===== config.mk =====
export PLATFORM = sky130hd
export DESIGN_NAME = cigar_ref_interval_to_base_span_top
export DESIGN_NICKNAME = d
export VERILOG_FILES = /design/src/hdl/crbs_pkg.sv /design/src/hdl/crbs_queue.sv /design/src/hdl/crbs_front.sv /design/src/hdl/crbs_back.sv /design/src/hdl/crbs_finish.sv /design/src/hdl/cigar_ref_interval_to_base_span_top.sv
export SDC_FILE = /design/constraint.sdc
export NUM_CORES = 2
export LEC_CHECK = 0
export ABC_CLOCK_PERIOD_IN_PS = 6900
export BUFFER_PORTS_ARGS = -buffer_cell sky130_fd_sc_hd__clkbuf_2
export CORE_ASPECT_RATIO = 1.2
export CORE_MARGIN = 2
export CORE_UTILIZATION = 57
export CTS_CLUSTER_DIAMETER = 60
export DETAILED_ROUTE_END_ITERATION = 10
export PLACE_DENSITY = 0.77
export SLEW_MARGIN = 20
export SYNTH_ARGS = -nofsm -noshare
export SYNTH_HDL_FRONTEND = slang
export SYNTH_HIERARCHICAL = 1
export SYNTH_SLANG_ARGS = --single-unit

===== constraint.sdc =====
create_clock -name clock -period 6.9 [get_ports clock]
set_clock_uncertainty 0.2 [all_clocks]
set_input_delay 1.725 -clock clock [delete_from_list [all_inputs] [get_ports clock]]
set_output_delay 1.725 -clock clock [all_outputs]
set_load 0.01 [all_outputs]

===== src/hdl/crbs_pkg.sv =====
`default_nettype none
package crbs_pkg;

   localparam int POSITION_BITS_DEF = 32;
   localparam int QUEUE_DEPTH_DEF   = 4;

   localparam int REG_BITS = 31;
   localparam int LEN_BITS = 28;

   // cigar op codes
   localparam logic [3:0] OP_M  = 4'd0;
   localparam logic [3:0] OP_I  = 4'd1;
   localparam logic [3:0] OP_D  = 4'd2;
   localparam logic [3:0] OP_N  = 4'd3;
   localparam logic [3:0] OP_EQ = 4'd7;
   localparam logic [3:0] OP_X  = 4'd8;

   // csr indexes
   localparam logic [1:0] CSR_WIN_START  = 2'd0;
   localparam logic [1:0] CSR_REF_END    = 2'd1;
   localparam logic [1:0] CSR_REF_ORIGIN = 2'd2;
   localparam logic [1:0] CSR_BASE_COUNT = 2'd3;

   // element classes
   localparam logic [1:0] CLS_INS = 2'd0;
   localparam logic [1:0] CLS_DEL = 2'd1;
   localparam logic [1:0] CLS_ALN = 2'd2;
   localparam logic [1:0] CLS_BAD = 2'd3;

   // result status
   localparam logic [2:0] ST_OK        = 3'd0;
   localparam logic [2:0] ST_BAD_RANGE = 3'd1;
   localparam logic [2:0] ST_LEN_MISM  = 3'd2;
   localparam logic [2:0] ST_DEL_BOUND = 3'd3;
   localparam logic [2:0] ST_UNSUP     = 3'd4;
   localparam logic [2:0] ST_NOT_FOUND = 3'd5;

   typedef struct packed {
      logic [1:0]          cls;
      logic                ref_len;
      logic [LEN_BITS-1:0] len;
      logic                last;
   } item_type;

   typedef struct packed {
      logic [2:0] walk_status;
      logic       start_found;
      logic       walk_done;
   } flags_type;

   typedef struct packed {
      logic [2:0]          status;
      logic [REG_BITS-1:0] base_start;
      logic [REG_BITS-1:0] base_length;
   } result_type;

endpackage
`default_nettype wire


===== src/hdl/crbs_queue.sv =====
`default_nettype none
module crbs_queue #(
   parameter int WIDTH = 8,
   parameter int DEPTH = 4
) (
   input  logic                       clock,
   input  logic                       reset,
   input  logic                       push,
   input  logic [WIDTH-1:0]           push_data,
   input  logic                       pop,
   output logic [WIDTH-1:0]           pop_data,
   output logic                       full,
   output logic                       empty,
   output logic [$clog2(DEPTH+1)-1:0] count
);

   localparam int AW = (DEPTH > 1) ? $clog2(DEPTH) : 1;
   localparam int CW = $clog2(DEPTH+1);

   logic [WIDTH-1:0] mem [DEPTH];
   logic [AW-1:0]    wr_ptr_ff, wr_ptr_in, rd_ptr_ff, rd_ptr_in;
   logic [CW-1:0]    count_ff, count_in;
   logic             do_push, do_pop;

   assign full     = (count_ff == CW'(DEPTH));
   assign empty    = (count_ff == '0);
   assign count    = count_ff;
   assign pop_data = mem[rd_ptr_ff];
   assign do_push  = push && !full;
   assign do_pop   = pop && !empty;

   always_comb begin
      wr_ptr_in = wr_ptr_ff;
      rd_ptr_in = rd_ptr_ff;
      count_in  = count_ff;
      if (do_push) begin
         wr_ptr_in = (wr_ptr_ff == AW'(DEPTH-1)) ? '0 : wr_ptr_ff + AW'(1);
      end
      if (do_pop) begin
         rd_ptr_in = (rd_ptr_ff == AW'(DEPTH-1)) ? '0 : rd_ptr_ff + AW'(1);
      end
      if (do_push && !do_pop) begin
         count_in = count_ff + CW'(1);
      end else if (do_pop && !do_push) begin
         count_in = count_ff - CW'(1);
      end
   end

   always_ff @(posedge clock) begin
      if (do_push) begin
         mem[wr_ptr_ff] <= push_data;
      end
   end

   always_ff @(posedge clock) begin
      if (reset) begin
         wr_ptr_ff <= '0;
         rd_ptr_ff <= '0;
         count_ff  <= '0;
      end else begin
         wr_ptr_ff <= wr_ptr_in;
         rd_ptr_ff <= rd_ptr_in;
         count_ff  <= count_in;
      end
   end

endmodule
`default_nettype wire


===== src/hdl/crbs_front.sv =====
`default_nettype none
module crbs_front (
   input  logic                                clock,
   input  logic                                reset,
   input  logic                                csr_write_enable,
   input  logic [1:0]                          csr_index,
   input  logic [crbs_pkg::REG_BITS-1:0]       csr_data,
   input  logic                                req_push,
   input  logic [3:0]                          req_op_code,
   input  logic [crbs_pkg::LEN_BITS-1:0]       req_op_length,
   input  logic                                req_last_element,
   input  logic                                queue_full,
   output logic                                queue_push,
   output crbs_pkg::item_type                  queue_item,
   output logic [crbs_pkg::REG_BITS-1:0]       win_start,
   output logic [crbs_pkg::REG_BITS-1:0]       ref_end,
   output logic [crbs_pkg::REG_BITS-1:0]       ref_origin,
   output logic [crbs_pkg::REG_BITS-1:0]       base_count
);
   import crbs_pkg::*;

   logic [REG_BITS-1:0] win_start_ff, ref_end_ff, ref_origin_ff, base_count_ff;

   assign win_start  = win_start_ff;
   assign ref_end    = ref_end_ff;
   assign ref_origin = ref_origin_ff;
   assign base_count = base_count_ff;

   always_ff @(posedge clock) begin
      if (reset) begin
         win_start_ff  <= '0;
         ref_end_ff    <= '0;
         ref_origin_ff <= '0;
         base_count_ff <= '0;
      end else if (csr_write_enable) begin
         case (csr_index)
            CSR_WIN_START:  win_start_ff  <= csr_data;
            CSR_REF_END:    ref_end_ff    <= csr_data;
            CSR_REF_ORIGIN: ref_origin_ff <= csr_data;
            CSR_BASE_COUNT: base_count_ff <= csr_data;
            default: ;
         endcase
      end
   end

   assign queue_push = req_push && !queue_full;

   always_comb begin
      queue_item.len     = req_op_length;
      queue_item.last    = req_last_element;
      queue_item.ref_len = 1'b0;
      queue_item.cls     = CLS_BAD;
      case (req_op_code)
         OP_M, OP_EQ, OP_X: begin
            queue_item.cls     = CLS_ALN;
            queue_item.ref_len = 1'b1;
         end
         OP_D: begin
            queue_item.cls     = CLS_DEL;
            queue_item.ref_len = 1'b1;
         end
         OP_N: begin
            queue_item.ref_len = 1'b1;
         end
         OP_I: begin
            queue_item.cls = CLS_INS;
         end
         default: ;
      endcase
   end

endmodule
`default_nettype wire


===== src/hdl/crbs_back.sv =====
`default_nettype none
module crbs_back #(
   parameter int POSITION_BITS = crbs_pkg::POSITION_BITS_DEF
) (
   input  logic                              clock,
   input  logic                              reset,
   input  logic [crbs_pkg::REG_BITS-1:0]     win_start,
   input  logic [crbs_pkg::REG_BITS-1:0]     ref_end,
   input  logic [crbs_pkg::REG_BITS-1:0]     ref_origin,
   input  logic                              item_valid,
   input  crbs_pkg::item_type                item,
   output logic                              item_take,
   input  logic                              result_room,
   output logic                              job_valid,
   output crbs_pkg::flags_type               job_flags,
   output logic [POSITION_BITS-1:0]          job_sum,
   output logic [POSITION_BITS-1:0]          job_start_base,
   output logic [crbs_pkg::LEN_BITS-1:0]     job_start_off,
   output logic [POSITION_BITS-1:0]          job_stop_base,
   output logic [crbs_pkg::LEN_BITS-1:0]     job_stop_off
);
   import crbs_pkg::*;

   localparam int CW = (POSITION_BITS > REG_BITS) ? POSITION_BITS : REG_BITS;
   localparam int SW = ((POSITION_BITS > LEN_BITS) ? POSITION_BITS : LEN_BITS) + 1;
   localparam logic [POSITION_BITS-1:0] POS_MAX = '1;

   function automatic logic [POSITION_BITS-1:0] sat_add(
      input logic [POSITION_BITS-1:0] a,
      input logic [LEN_BITS-1:0]      b
   );
      logic [SW-1:0] s;
      s = SW'(a) + SW'(b);
      return (s > SW'(POS_MAX)) ? POS_MAX : s[POSITION_BITS-1:0];
   endfunction

   logic                     job_open_ff, job_open_in;
   logic [POSITION_BITS-1:0] refpos_ff, refpos_in, basepos_ff, basepos_in;
   logic [POSITION_BITS-1:0] sum_ff, sum_in;
   flags_type                flags_ff, flags_in;
   logic [POSITION_BITS-1:0] start_base_ff, start_base_in, stop_base_ff, stop_base_in;
   logic [LEN_BITS-1:0]      start_off_ff, start_off_in, stop_off_ff, stop_off_in;

   logic [POSITION_BITS-1:0] rp, nx_rp, nx_base, nx_sum;
   flags_type                nx_flags;
   logic [POSITION_BITS-1:0] nx_start_base, nx_stop_base;
   logic [LEN_BITS-1:0]      nx_start_off, nx_stop_off;
   logic [CW-1:0]            s_diff, e_diff, len_c;
   logic                     s_hit, e_hit, walk_active;

   assign item_take = item_valid && (!item.last || result_room);

   always_comb begin
      rp     = job_open_ff ? refpos_ff : POSITION_BITS'(ref_origin);
      len_c  = CW'(item.len);
      s_diff = CW'(win_start) - CW'(rp);
      e_diff = CW'(ref_end) - CW'(rp);
      s_hit  = (CW'(win_start) >= CW'(rp)) && (s_diff < len_c);
      e_hit  = (CW'(ref_end) >= CW'(rp)) && (e_diff < len_c);
      walk_active = !flags_ff.walk_done && (flags_ff.walk_status == ST_OK);

      nx_rp         = rp;
      nx_base       = basepos_ff;
      nx_flags      = flags_ff;
      nx_start_base = start_base_ff;
      nx_start_off  = start_off_ff;
      nx_stop_base  = stop_base_ff;
      nx_stop_off   = stop_off_ff;
      nx_sum        = item.ref_len ? sat_add(sum_ff, item.len) : sum_ff;

      if (walk_active) begin
         case (item.cls)
            CLS_INS: begin
               nx_base = sat_add(basepos_ff, item.len);
            end
            CLS_DEL: begin
               if (s_hit || e_hit) begin
                  nx_flags.walk_status = ST_DEL_BOUND;
               end else begin
                  nx_rp = sat_add(rp, item.len);
               end
            end
            CLS_ALN: begin
               if (s_hit && (!e_hit || win_start <= ref_end)) begin
                  nx_start_base        = basepos_ff;
                  nx_start_off         = s_diff[LEN_BITS-1:0];
                  nx_flags.start_found = 1'b1;
               end
               if (e_hit) begin
                  nx_stop_base       = basepos_ff;
                  nx_stop_off        = e_diff[LEN_BITS-1:0];
                  nx_flags.walk_done = 1'b1;
               end else begin
                  nx_rp   = sat_add(rp, item.len);
                  nx_base = sat_add(basepos_ff, item.len);
               end
            end
            default: begin
               nx_flags.walk_status = ST_UNSUP;
            end
         endcase
      end
   end

   assign job_valid      = item_take && item.last;
   assign job_flags      = nx_flags;
   assign job_sum        = nx_sum;
   assign job_start_base = nx_start_base;
   assign job_start_off  = nx_start_off;
   assign job_stop_base  = nx_stop_base;
   assign job_stop_off   = nx_stop_off;

   always_comb begin
      job_open_in   = job_open_ff;
      refpos_in     = refpos_ff;
      basepos_in    = basepos_ff;
      sum_in        = sum_ff;
      flags_in      = flags_ff;
      start_base_in = nx_start_base;
      start_off_in  = nx_start_off;
      stop_base_in  = nx_stop_base;
      stop_off_in   = nx_stop_off;
      if (item_take) begin
         if (item.last) begin
            job_open_in = 1'b0;
            refpos_in   = '0;
            basepos_in  = '0;
            sum_in      = '0;
            flags_in    = '0;
         end else begin
            job_open_in = 1'b1;
            refpos_in   = nx_rp;
            basepos_in  = nx_base;
            sum_in      = nx_sum;
            flags_in    = nx_flags;
         end
      end else begin
         start_base_in = start_base_ff;
         start_off_in  = start_off_ff;
         stop_base_in  = stop_base_ff;
         stop_off_in   = stop_off_ff;
      end
   end

   always_ff @(posedge clock) begin
      start_base_ff <= start_base_in;
      start_off_ff  <= start_off_in;
      stop_base_ff  <= stop_base_in;
      stop_off_ff   <= stop_off_in;
   end

   always_ff @(posedge clock) begin
      if (reset) begin
         job_open_ff <= 1'b0;
         refpos_ff   <= '0;
         basepos_ff  <= '0;
         sum_ff      <= '0;
         flags_ff    <= '0;
      end else begin
         job_open_ff <= job_open_in;
         refpos_ff   <= refpos_in;
         basepos_ff  <= basepos_in;
         sum_ff      <= sum_in;
         flags_ff    <= flags_in;
      end
   end

endmodule
`default_nettype wire


===== src/hdl/crbs_finish.sv =====
`default_nettype none
module crbs_finish #(
   parameter int POSITION_BITS = crbs_pkg::POSITION_BITS_DEF,
   parameter int QUEUE_DEPTH   = crbs_pkg::QUEUE_DEPTH_DEF
) (
   input  logic                               clock,
   input  logic                               reset,
   input  logic [crbs_pkg::REG_BITS-1:0]      win_start,
   input  logic [crbs_pkg::REG_BITS-1:0]      ref_end,
   input  logic [crbs_pkg::REG_BITS-1:0]      base_count,
   input  logic                               job_valid,
   input  crbs_pkg::flags_type                job_flags,
   input  logic [POSITION_BITS-1:0]           job_sum,
   input  logic [POSITION_BITS-1:0]           job_start_base,
   input  logic [crbs_pkg::LEN_BITS-1:0]      job_start_off,
   input  logic [POSITION_BITS-1:0]           job_stop_base,
   input  logic [crbs_pkg::LEN_BITS-1:0]      job_stop_off,
   input  logic [$clog2(QUEUE_DEPTH+1)-1:0]   rsp_count,
   output logic                               result_room,
   output logic                               rsp_write,
   output crbs_pkg::result_type               rsp_item
);
   import crbs_pkg::*;

   localparam int CW  = (POSITION_BITS > REG_BITS) ? POSITION_BITS : REG_BITS;
   localparam int SW  = ((POSITION_BITS > LEN_BITS) ? POSITION_BITS : LEN_BITS) + 1;
   localparam int NW  = $clog2(QUEUE_DEPTH+1) + 1;
   localparam logic [POSITION_BITS-1:0] POS_MAX = '1;

   function automatic logic [POSITION_BITS-1:0] sat_add(
      input logic [POSITION_BITS-1:0] a,
      input logic [LEN_BITS-1:0]      b
   );
      logic [SW-1:0] s;
      s = SW'(a) + SW'(b);
      return (s > SW'(POS_MAX)) ? POS_MAX : s[POSITION_BITS-1:0];
   endfunction

   logic                     a_valid_ff, b_valid_ff;
   flags_type                a_flags_ff;
   logic [POSITION_BITS-1:0] a_sum_ff, a_start_base_ff, a_stop_base_ff;
   logic [LEN_BITS-1:0]      a_start_off_ff, a_stop_off_ff;
   logic [2:0]               b_status_ff, b_status_in;
   logic [POSITION_BITS-1:0] b_start_ff, b_stop_ff;
   logic [POSITION_BITS:0]   span;

   // results already committed downstream must still fit in the queue
   assign result_room = (NW'(rsp_count) + NW'(a_valid_ff) + NW'(b_valid_ff))
                        < NW'(QUEUE_DEPTH);

   always_comb begin
      if (ref_end < win_start) begin
         b_status_in = ST_BAD_RANGE;
      end else if (CW'(a_sum_ff) != CW'(base_count)) begin
         b_status_in = ST_LEN_MISM;
      end else if (a_flags_ff.walk_status != ST_OK) begin
         b_status_in = a_flags_ff.walk_status;
      end else if (!a_flags_ff.start_found || !a_flags_ff.walk_done) begin
         b_status_in = ST_NOT_FOUND;
      end else begin
         b_status_in = ST_OK;
      end
   end

   always_ff @(posedge clock) begin
      a_flags_ff      <= job_flags;
      a_sum_ff        <= job_sum;
      a_start_base_ff <= job_start_base;
      a_start_off_ff  <= job_start_off;
      a_stop_base_ff  <= job_stop_base;
      a_stop_off_ff   <= job_stop_off;
      b_status_ff     <= b_status_in;
      b_start_ff      <= sat_add(a_start_base_ff, a_start_off_ff);
      b_stop_ff       <= sat_add(a_stop_base_ff, a_stop_off_ff);
   end

   always_ff @(posedge clock) begin
      if (reset) begin
         a_valid_ff <= 1'b0;
         b_valid_ff <= 1'b0;
      end else begin
         a_valid_ff <= job_valid;
         b_valid_ff <= a_valid_ff;
      end
   end

   always_comb begin
      span = (b_stop_ff >= b_start_ff)
             ? ((POSITION_BITS+1)'(b_stop_ff) - (POSITION_BITS+1)'(b_start_ff)
                + (POSITION_BITS+1)'(1))
             : '0;
      rsp_write       = b_valid_ff;
      rsp_item.status = b_status_ff;
      if (b_status_ff == ST_OK) begin
         rsp_item.base_start  = REG_BITS'(b_start_ff);
         rsp_item.base_length = REG_BITS'(span);
      end else begin
         rsp_item.base_start  = '0;
         rsp_item.base_length = '0;
      end
   end

endmodule
`default_nettype wire


===== src/hdl/cigar_ref_interval_to_base_span_top.sv =====
`default_nettype none
// channel | ports                                        | transfer when
// req     | req_op_code, req_op_length, req_last_element | req_push && !req_full
// rsp     | rsp_status, rsp_base_start, rsp_base_length  | rsp_pop && !rsp_empty
// csr     | csr_index, csr_data                          | csr_write_enable
//
// One cigar element per cycle while req_full is low; the back end walks one element
// a cycle from the element queue. A result passes from the walk of its last
// element through a two-stage finish pipeline into the result queue.
// The walk stalls on a last element only while the result queue lacks room.
// Synchronous active-high reset clears the queues and walk position, sum, flags.
module cigar_ref_interval_to_base_span_top #(
   parameter int POSITION_BITS = crbs_pkg::POSITION_BITS_DEF,
   parameter int QUEUE_DEPTH   = crbs_pkg::QUEUE_DEPTH_DEF
) (
   input  logic                              clock,
   input  logic                              reset,
   input  logic                              csr_write_enable,
   input  logic [1:0]                        csr_index,
   input  logic [crbs_pkg::REG_BITS-1:0]     csr_data,
   input  logic                              req_push,
   output logic                              req_full,
   input  logic [3:0]                        req_op_code,
   input  logic [crbs_pkg::LEN_BITS-1:0]     req_op_length,
   input  logic                              req_last_element,
   output logic                              rsp_empty,
   input  logic                              rsp_pop,
   output logic [2:0]                        rsp_status,
   output logic [crbs_pkg::REG_BITS-1:0]     rsp_base_start,
   output logic [crbs_pkg::REG_BITS-1:0]     rsp_base_length
);
   import crbs_pkg::*;

   localparam int CNT_W = $clog2(QUEUE_DEPTH+1);

   logic [REG_BITS-1:0]      win_start, ref_end, ref_origin, base_count;
   logic                     item_push, item_full, item_empty, item_take;
   item_type                 item_in, item_out;
   logic [CNT_W-1:0]         item_count, rsp_count;
   logic                     result_room, job_valid, rsp_write, rsp_full;
   flags_type                job_flags;
   logic [POSITION_BITS-1:0] job_sum, job_start_base, job_stop_base;
   logic [LEN_BITS-1:0]      job_start_off, job_stop_off;
   result_type               rsp_in, rsp_out;
   logic                     item_count_unused, rsp_full_unused;

   assign req_full = item_full;

   crbs_front u_front (
      .clock            (clock),
      .reset            (reset),
      .csr_write_enable (csr_write_enable),
      .csr_index        (csr_index),
      .csr_data         (csr_data),
      .req_push         (req_push),
      .req_op_code      (req_op_code),
      .req_op_length    (req_op_length),
      .req_last_element (req_last_element),
      .queue_full       (item_full),
      .queue_push       (item_push),
      .queue_item       (item_in),
      .win_start        (win_start),
      .ref_end          (ref_end),
      .ref_origin       (ref_origin),
      .base_count       (base_count)
   );

   crbs_queue #(
      .WIDTH ($bits(item_type)),
      .DEPTH (QUEUE_DEPTH)
   ) u_item_queue (
      .clock     (clock),
      .reset     (reset),
      .push      (item_push),
      .push_data (item_in),
      .pop       (item_take),
      .pop_data  (item_out),
      .full      (item_full),
      .empty     (item_empty),
      .count     (item_count)
   );

   assign item_count_unused = |item_count;

   crbs_back #(
      .POSITION_BITS (POSITION_BITS)
   ) u_back (
      .clock          (clock),
      .reset          (reset),
      .win_start      (win_start),
      .ref_end        (ref_end),
      .ref_origin     (ref_origin),
      .item_valid     (!item_empty),
      .item           (item_out),
      .item_take      (item_take),
      .result_room    (result_room),
      .job_valid      (job_valid),
      .job_flags      (job_flags),
      .job_sum        (job_sum),
      .job_start_base (job_start_base),
      .job_start_off  (job_start_off),
      .job_stop_base  (job_stop_base),
      .job_stop_off   (job_stop_off)
   );

   crbs_finish #(
      .POSITION_BITS (POSITION_BITS),
      .QUEUE_DEPTH   (QUEUE_DEPTH)
   ) u_finish (
      .clock          (clock),
      .reset          (reset),
      .win_start      (win_start),
      .ref_end        (ref_end),
      .base_count     (base_count),
      .job_valid      (job_valid),
      .job_flags      (job_flags),
      .job_sum        (job_sum),
      .job_start_base (job_start_base),
      .job_start_off  (job_start_off),
      .job_stop_base  (job_stop_base),
      .job_stop_off   (job_stop_off),
      .rsp_count      (rsp_count),
      .result_room    (result_room),
      .rsp_write      (rsp_write),
      .rsp_item       (rsp_in)
   );

   crbs_queue #(
      .WIDTH ($bits(result_type)),
      .DEPTH (QUEUE_DEPTH)
   ) u_rsp_queue (
      .clock     (clock),
      .reset     (reset),
      .push      (rsp_write),
      .push_data (rsp_in),
      .pop       (rsp_pop),
      .pop_data  (rsp_out),
      .full      (rsp_full),
      .empty     (rsp_empty),
      .count     (rsp_count)
   );

   assign rsp_full_unused = rsp_full;

   assign rsp_status      = rsp_out.status;
   assign rsp_base_start  = rsp_out.base_start;
   assign rsp_base_length = rsp_out.base_length;

endmodule
`default_nettype wire


**Word level (Yosys, flattened, before mapping)**

Memory sizes are Yosys's and may differ from the RTL's. A register that Yosys moved wholly into a read port is not among the register bits.
Index checks and enable logic that the tools add are counted.

- Flip-flop bits (word level): 586
- Latch bits: 0
- Memory bits (writable): 388
- ROM bits: 0
- Input port bits: 71
- Output and inout bits: 67
- Word-level logic and storage cells: 198
- Memories: 2

- Add/subtract/negate cells: 19
- Multipliers: 0
- Div/mod/pow operators: 0
- $lt $le $gt $ge: 13
- Eq/ne operators: 18
- Shift operators: 0
- Muxes and demuxes: 58
- Bitwise logic cells: 0
- Reduce and logical (&&, ||, !) cells: 53

Memories:

| name | depth | width | rd ports | clocked after Yosys merged registers in | write ports | line | RTL |
|---|---|---|---|---|---|---|---|
| u_rsp_queue.mem | 4 | 65 | 1 | 1 | 1 | crbs_queue.sv:20 | `logic [WIDTH-1:0] mem [DEPTH];` |
| u_item_queue.mem | 4 | 32 | 1 | 1 | 1 | crbs_queue.sv:20 |  |

Operators by type and width:

| kind | count |
|---|---|
| $mux 32 | 19 |
| $mux 28 | 6 |
| $add 32x28->33 | 5 |
| $gt 33x32->1 const B | 5 |
| $pmux 32 s2 | 2 |
| $ge 31x32->1 | 2 |
| $lt 32x28->1 | 2 |
| $sub 31x32->32 | 2 |
| $mux 62 | 1 |
| $ge 32x32->1 | 1 |
| $ne 32x31->1 | 1 |
| $add 31x1->31 const B | 1 |
| $le 31x31->1 | 1 |
| $lt 31x31->1 | 1 |
| $mux 31 | 1 |
| $sub 31x31->31 | 1 |
| $mux 3 | 7 |
| $mux 2 | 10 |
| $logic_and 1x1->1 | 15 |
| $eq 2x2->1 const B | 7 |
| $logic_not 1->1 | 13 |
| $logic_not 3->1 | 4 |
| $mux 5 | 2 |
| $add 2x1->2 const B | 4 |
| other kinds (25) | 48 |

**Longest topological paths before layout**

- Word-level depth: 11
- Depth in mapped cells: 32
- Gate-level depth less buffers: 27

**Modules after synthesis**

The synthesis kept the hierarchy.

By module, submodules not included:

| module | instances | cells each | area each (µm²) | sequential area each (µm²) |
|---|---|---|---|---|
| crbs_back | 1 | 2207 | 19653.8 | 5645.4 |
| crbs_finish | 1 | 1308 | 11995.3 | 4524.3 |
| crbs_queue at u_rsp_queue | 1 | 389 | 9877.0 | 7987.7 |
| crbs_front | 1 | 477 | 5154.9 | 2482.4 |
| crbs_queue at u_item_queue | 1 | 217 | 5098.6 | 4023.9 |
| cigar_ref_interval_to_base_span_top | 1 | 1 | 3.8 | 0.0 |

**Worst setup path before layout**

Ideal clock, no wire load.

- Path type: register to register
- Start point: register u_back.job_open_ff
- End point: register u_back.start_base_ff[0], data pin
- Setup time: 266 ps
- Arrival time: 6062 ps
- Required time: 6434 ps
- Path slack: 372 ps
- Cell stages (with the launch flop): 26
- Buffers on the path: 3
- Clock period less this slack: 6528 ps
- Cells stage by stage: dfxtp_1 buf_2 buf_1 mux2i_1 ha_1 nor2b_1 o31a_1 o21ai_1 o211ai_1 a41o_1 a21o_1 a21oi_1 nor2_1 a211oi_1 xnor2_1 ha_1 or4_1 a311oi_1 nor2b_1 and3_1 a21oi_2 nor3_4 o31ai_1 o2111ai_2 buf_4 mux2_1

- Word-level cells in the longest chain between the ends: 10
- Elaborated cells on any way between the ends: 15
- Classes of those cells: add/sub: 2; order compare: 4; mux: 4; reduce/logical: 5

Ends and longest elaborated chain:

| element | line | RTL |
|---|---|---|
| from (decl) | crbs_back.sv:37 | `logic job_open_ff, job_open_in;` |
| from (signal assigned) | crbs_back.sv:160 | `job_open_ff <= job_open_in;` |
| $mux 32 (*) | crbs_back.sv:54 | `rp = job_open_ff ? refpos_ff : POSITION_BITS'(ref_origin);` |
| $sub 31x32->32 | crbs_back.sv:57 | `e_diff = CW'(ref_end) - CW'(rp);` |
| $lt 32x28->1 | crbs_back.sv:59 | `e_hit = (CW'(ref_end) >= CW'(rp)) && (e_diff < len_c);` |
| $logic_and 1x1->1 | crbs_back.sv:59 |  |
| $logic_not 1->1 | crbs_back.sv:84 | `if (s_hit && (!e_hit \|\| win_start <= ref_end)) begin` |
| $logic_or 1x1->1 | crbs_back.sv:84 |  |
| $logic_and 1x1->1 (*) | crbs_back.sv:84 |  |
| $mux 32 (*) | crbs_back.sv:84 |  |
| $mux 32 (*) | crbs_back.sv:72 | `case (item.cls)` |
| $mux 32 (*) | crbs_back.sv:71 | `if (walk_active) begin` |
| named net job_start_base[0] | cigar_ref_interval_to_base_span_top.sv:42 | `logic [POSITION_BITS-1:0] job_sum, job_start_base, job_stop_base;` |
| to (signal assigned) | crbs_back.sv:146 | `start_base_ff <= start_base_in;` |
| to (decl) | crbs_back.sv:41 | `logic [POSITION_BITS-1:0] start_base_ff, start_base_in, stop_base_ff, stop_base_in;` |

Mark *: on every way through the listed nets, which the timed path passes. The rest lies on a longest branch.
A chain may end at the register's enable or synchronous reset.

**Worst setup path after layout**

- Start point: register u_back.job_open_ff
- End point: register u_back.start_base_ff[12], data pin

Same word-level chain as after synthesis.

==> key figures <==
Status
  • Status: completed

Clock tree
  • Reg clk slew, reported paths: 0.06 ns
  • Htree depth: 3
  • # clock sinks: 978
  • Post-CTS Hold Fix Bufs: 0
  • Cell chosen for the clock root: clkbuf_16
  • Clock latency on the worst-skew pair: 0.69 ns
  • CTS Buf Count: 100
  • Clock tree from TritonCTS: yes
  • Maximum count of clock buffers along a single path: 3

Min path
  • Hold_sp: u_back/flags_ff[1]
  • Min-delay worst type: register to register
  • Min-Delay Path Depth: 1
  • Worst min-delay path endpoint: u_finish/a_flags_ff[1]

Power and ir drop
  • Combinational group share of total power: 48.4%
  • Clock share of power: 20.2%
  • Internal power contribution: 16630 uW
  • Fraction of power spent switching nets: 41.30%
  • Static leakage power: 0.02358 uW
  • VDD IR-drop max: 0.3176 mV
  • Power Dens Cells: 494.8 nW/um2
  • Portion of total power attributed to sequential cells: 31.5%
  • Psw: 11700 uW

Timing
  • Final critical-path required period: 6.591 ns
  • Setup repair after global routing missed its margin: false
  • Count of endpoints failing setup in the final report: 0
  • Peak Freq: 151.7 MHz
  • Tightest Pin Transition: 1.087 ns
  • Max-slew headroom: 27.47%
  • Final count of hold timing violations: 0
  • Max Transition Viols Final: 0
  • Period utilization: 95.52%
  • Minimum hold slack: 0.2515 ns
  • Summed negative setup slack over all endpoints: 0 ns

Setup path
  • Category of the worst setup path capture point: register
  • Cell count of the worst reg-to-reg path: 26
  • Launching point of the worst reg2reg path: u_back/job_open_ff
  • CP max FO: 31
  • Cell repeated most along the worst path: ha_1
  • Startpoint types: register
  • Arrival time of data at the critical path endpoint: 6.81 ns
  • Internal reg-to-reg setup slack: 0.31 ns
  • Maximum single-stage delay on the critical path: 0.52 ns
  • Bufs and invs on worst path: 4
  • Crit path required time: 7.12 ns
  • Largest delay share family, worst path: compound AO/OA/AOI/OAI gates
  • Crit Reg-Reg Endpoint: u_back/start_base_ff[12]
  • Library cell contributing the largest single delay on the critical path: or4_1
  • Critical path type: register to register

Yosys
  • Async set-or-reset flop fraction in the synthesized netlist: 0%
  • Summed instance area of the synthesized netlist: 51780 um2
  • Count of cell types in the netlist: 97
  • Flip-flop cell with the highest count after synthesis: edfxtp_1
  • EDFF count, synth: 508
  • Synthesis Warnings: 6
  • Share of synthesized area occupied by flip-flops and latches: 47.63%
  • Post-Synthesis Mean Instance Area: 11.26 um2
  • Count of mapped cells out of synthesis: 4599
  • #FFs+latches synth: 978
  • Synthesized net count: 5093

Floorplanning
  • Core box area: 90380 um2
  • Cell Rows: 121
  • Vertical die dimension: 334.2 um
  • Top-level port count: 138
  • Width of the die: 279.2 um
  • Initial core utilization: 57.29%
  • Full die area: 93290 um2

Detailed routing
  • Via Count: 36737
  • Vias per cell: 6.146
  • Residual DRC count: 0
  • Initial detailed-routing violation count: 3016
  • Total wire length after detailed routing: 141.3 mm
  • Post-DR wirelength/cell: 23.64 um
  • Detailed Routing Iterations Pass 1: 6
  • Post-route ant nets: 0

Final layout
  • Leading cell type in the layout, fill and taps excluded: edfxtp_1
  • Area added between synthesis and finish: 10.57%
  • Final cell count without fillers: 5977
  • Count of fill cells added during filler insertion: 6872
  • Final antenna diode count: 0
  • Post-route cell area: 57260 um2
  • Ratio of cells with drive above 1 in the final layout: 13.06%
  • Utilization after layout: 63.35%
  • Fin nets: 5216
  • Commonest non-fill, non-tap cells in the layout: edfxtp_1, dfxtp_1, ha_1, a21oi_1, inv_1

GRT
  • Via count of the first global-routing pass: 36249
  • Pin count of the biggest net entering global routing: 159
  • Global-route wire length before repair: 213.0 mm
  • Total routing resource utilization after global routing: 29.77%
  • Initial antenna violation count: 0
  • GRT overflow: 0

Placement
  • Total placed instance area: 53620 um2
  • HPWL after detailed placement: 102.6 mm
  • Final Wtd Congestion: 0.9787
  • Placed Cells incl. Taps: 5784
  • Input/output buffers: 137

Run
  • Max cap viols: 0
[metrics by stage]
stage	total power, uW	setup slack [ns]
finish	28330	0.3093
CTS	28190	0.1549
floorplan	18390	0.3723
detailed placement	22390	0.05653
global placement	22120	0.1330
global route	30080	0.02265
[cell type report]
| class | count | area, um2 | area share [%] |
|---|---|---|---|
| clock buffer | 129 | 2808 | 4.904 |
| clock inverter | 60 | 737.0 | 1.287 |
| inverter | 265 | 1021 | 1.783 |
| multi-input combinational | 3161 | 25160 | 43.94 |
| sequential | 978 | 24670 | 43.09 |
| tap | 1168 | 1461 | 2.552 |
| timing repair buffer | 216 | 1396 | 2.439 |
[routing by layer]
| layer | global-route usage, % | part of all wire (%) | vias up |
|---|---|---|---|
| li1 | - | - | 17226 |
| met1 | 35.55 | 39 | 17744 |
| met2 | 50.05 | 48 | 1360 |
| met3 | 4.136 | 5.6 | 407 |
| met4 | 20.11 | 7.6 | 0 |
| met5 | 0 | 0 | - |
[state kept, by name (all words and copies together), names as in the netlist, 5 cells and up, named ones only]
register                  cells
u_back/start_base_ff         32
u_finish/a_stop_base_ff      32
u_front/win_start            31
u_finish/a_start_base_ff     32
u_rsp_queue/mem             260
u_item_queue/mem            128
u_finish/a_sum_ff            32
u_back/start_off_ff          28
u_front/base_count           31
u_finish/a_stop_off_ff       28
u_finish/b_stop_ff           32
u_finish/a_flags_ff           5
u_back/sum_ff                32
u_finish/b_start_ff          32
u_finish/a_start_off_ff      28
u_front/ref_origin           31
u_back/stop_off_ff           28
u_back/refpos_ff             32
u_back/basepos_ff            32
u_back/stop_base_ff          32
u_front/ref_end              31
u_back/flags_ff               5
[power groups by stage]
stage	sequential, uW	combinational [uW]	clock [uW]
CTS	8920	13500	5790
detailed placement	9030	13400	0
global route	9030	15000	6030
floorplan	8530	9870	0
finish	8920	13700	5710
global placement	8990	13100	0
[how the worst max path moves through the flow]
stage                       start                        to  cells after the start
5_1_grt        u_back/job_open_ff  u_back/start_base_ff[12]                     27
6_report       u_back/job_open_ff  u_back/start_base_ff[12]                     26
4_1_cts        u_back/job_open_ff    u_back/start_off_ff[3]                     25
2_1_floorplan  u_back/job_open_ff   u_back/start_base_ff[0]                     25
3_5_place_dp   u_back/job_open_ff  u_back/start_base_ff[17]                     25
3_3_place_gp   u_back/job_open_ff  u_back/start_base_ff[31]                     26
[cell usage after synthesis (58+ instances only)]
library cell	n	area share, %
a21o_1	151	2.2
a21oi_1	311	3.0
a31oi_1	59	0.71
clkbuf_1	87	0.63
dfxtp_1	470	18
edfxtp_1	508	29
ha_1	399	9.6
inv_1	262	1.9
mux2_1	58	1.3
mux2_2	81	1.8
mux2i_1	146	2.8
mux4_2	97	4.2
nand2_1	251	1.8
nand2b_1	192	2.3
nand3_1	62	0.60
nand4_1	62	0.75
nor2_1	206	1.5
o21ai_0	207	2.0
xnor2_1	139	2.4
xor2_1	86	1.5
[cells by family (layout without fill, tap and decap cells)]
kind of cell             Yosys count  after routing  synth area share (%)
AO/OA/AOI/OAI                   1105           1105                 13.86
AND/OR/NAND/NOR                 1026           1026                 10.15
flip-flops                       978            978                 47.63
buffers and inverters            460            670                 3.922
adder cells (fa/ha/maj)          423            423                 10.57
multiplexers                     382            382                 10.06
XOR/XNOR                         225            225                 3.806
[what timing repair did]
action | 4_1_cts | 5_1_grt
pin swaps | 0 | 4
buffers inserted | 0 | 1
gates resized for setup | 1 | 13
gates cloned | 0 | 3
endpoints found under the setup margin | 1 | 225
Power figures use the tool's default switching activity.
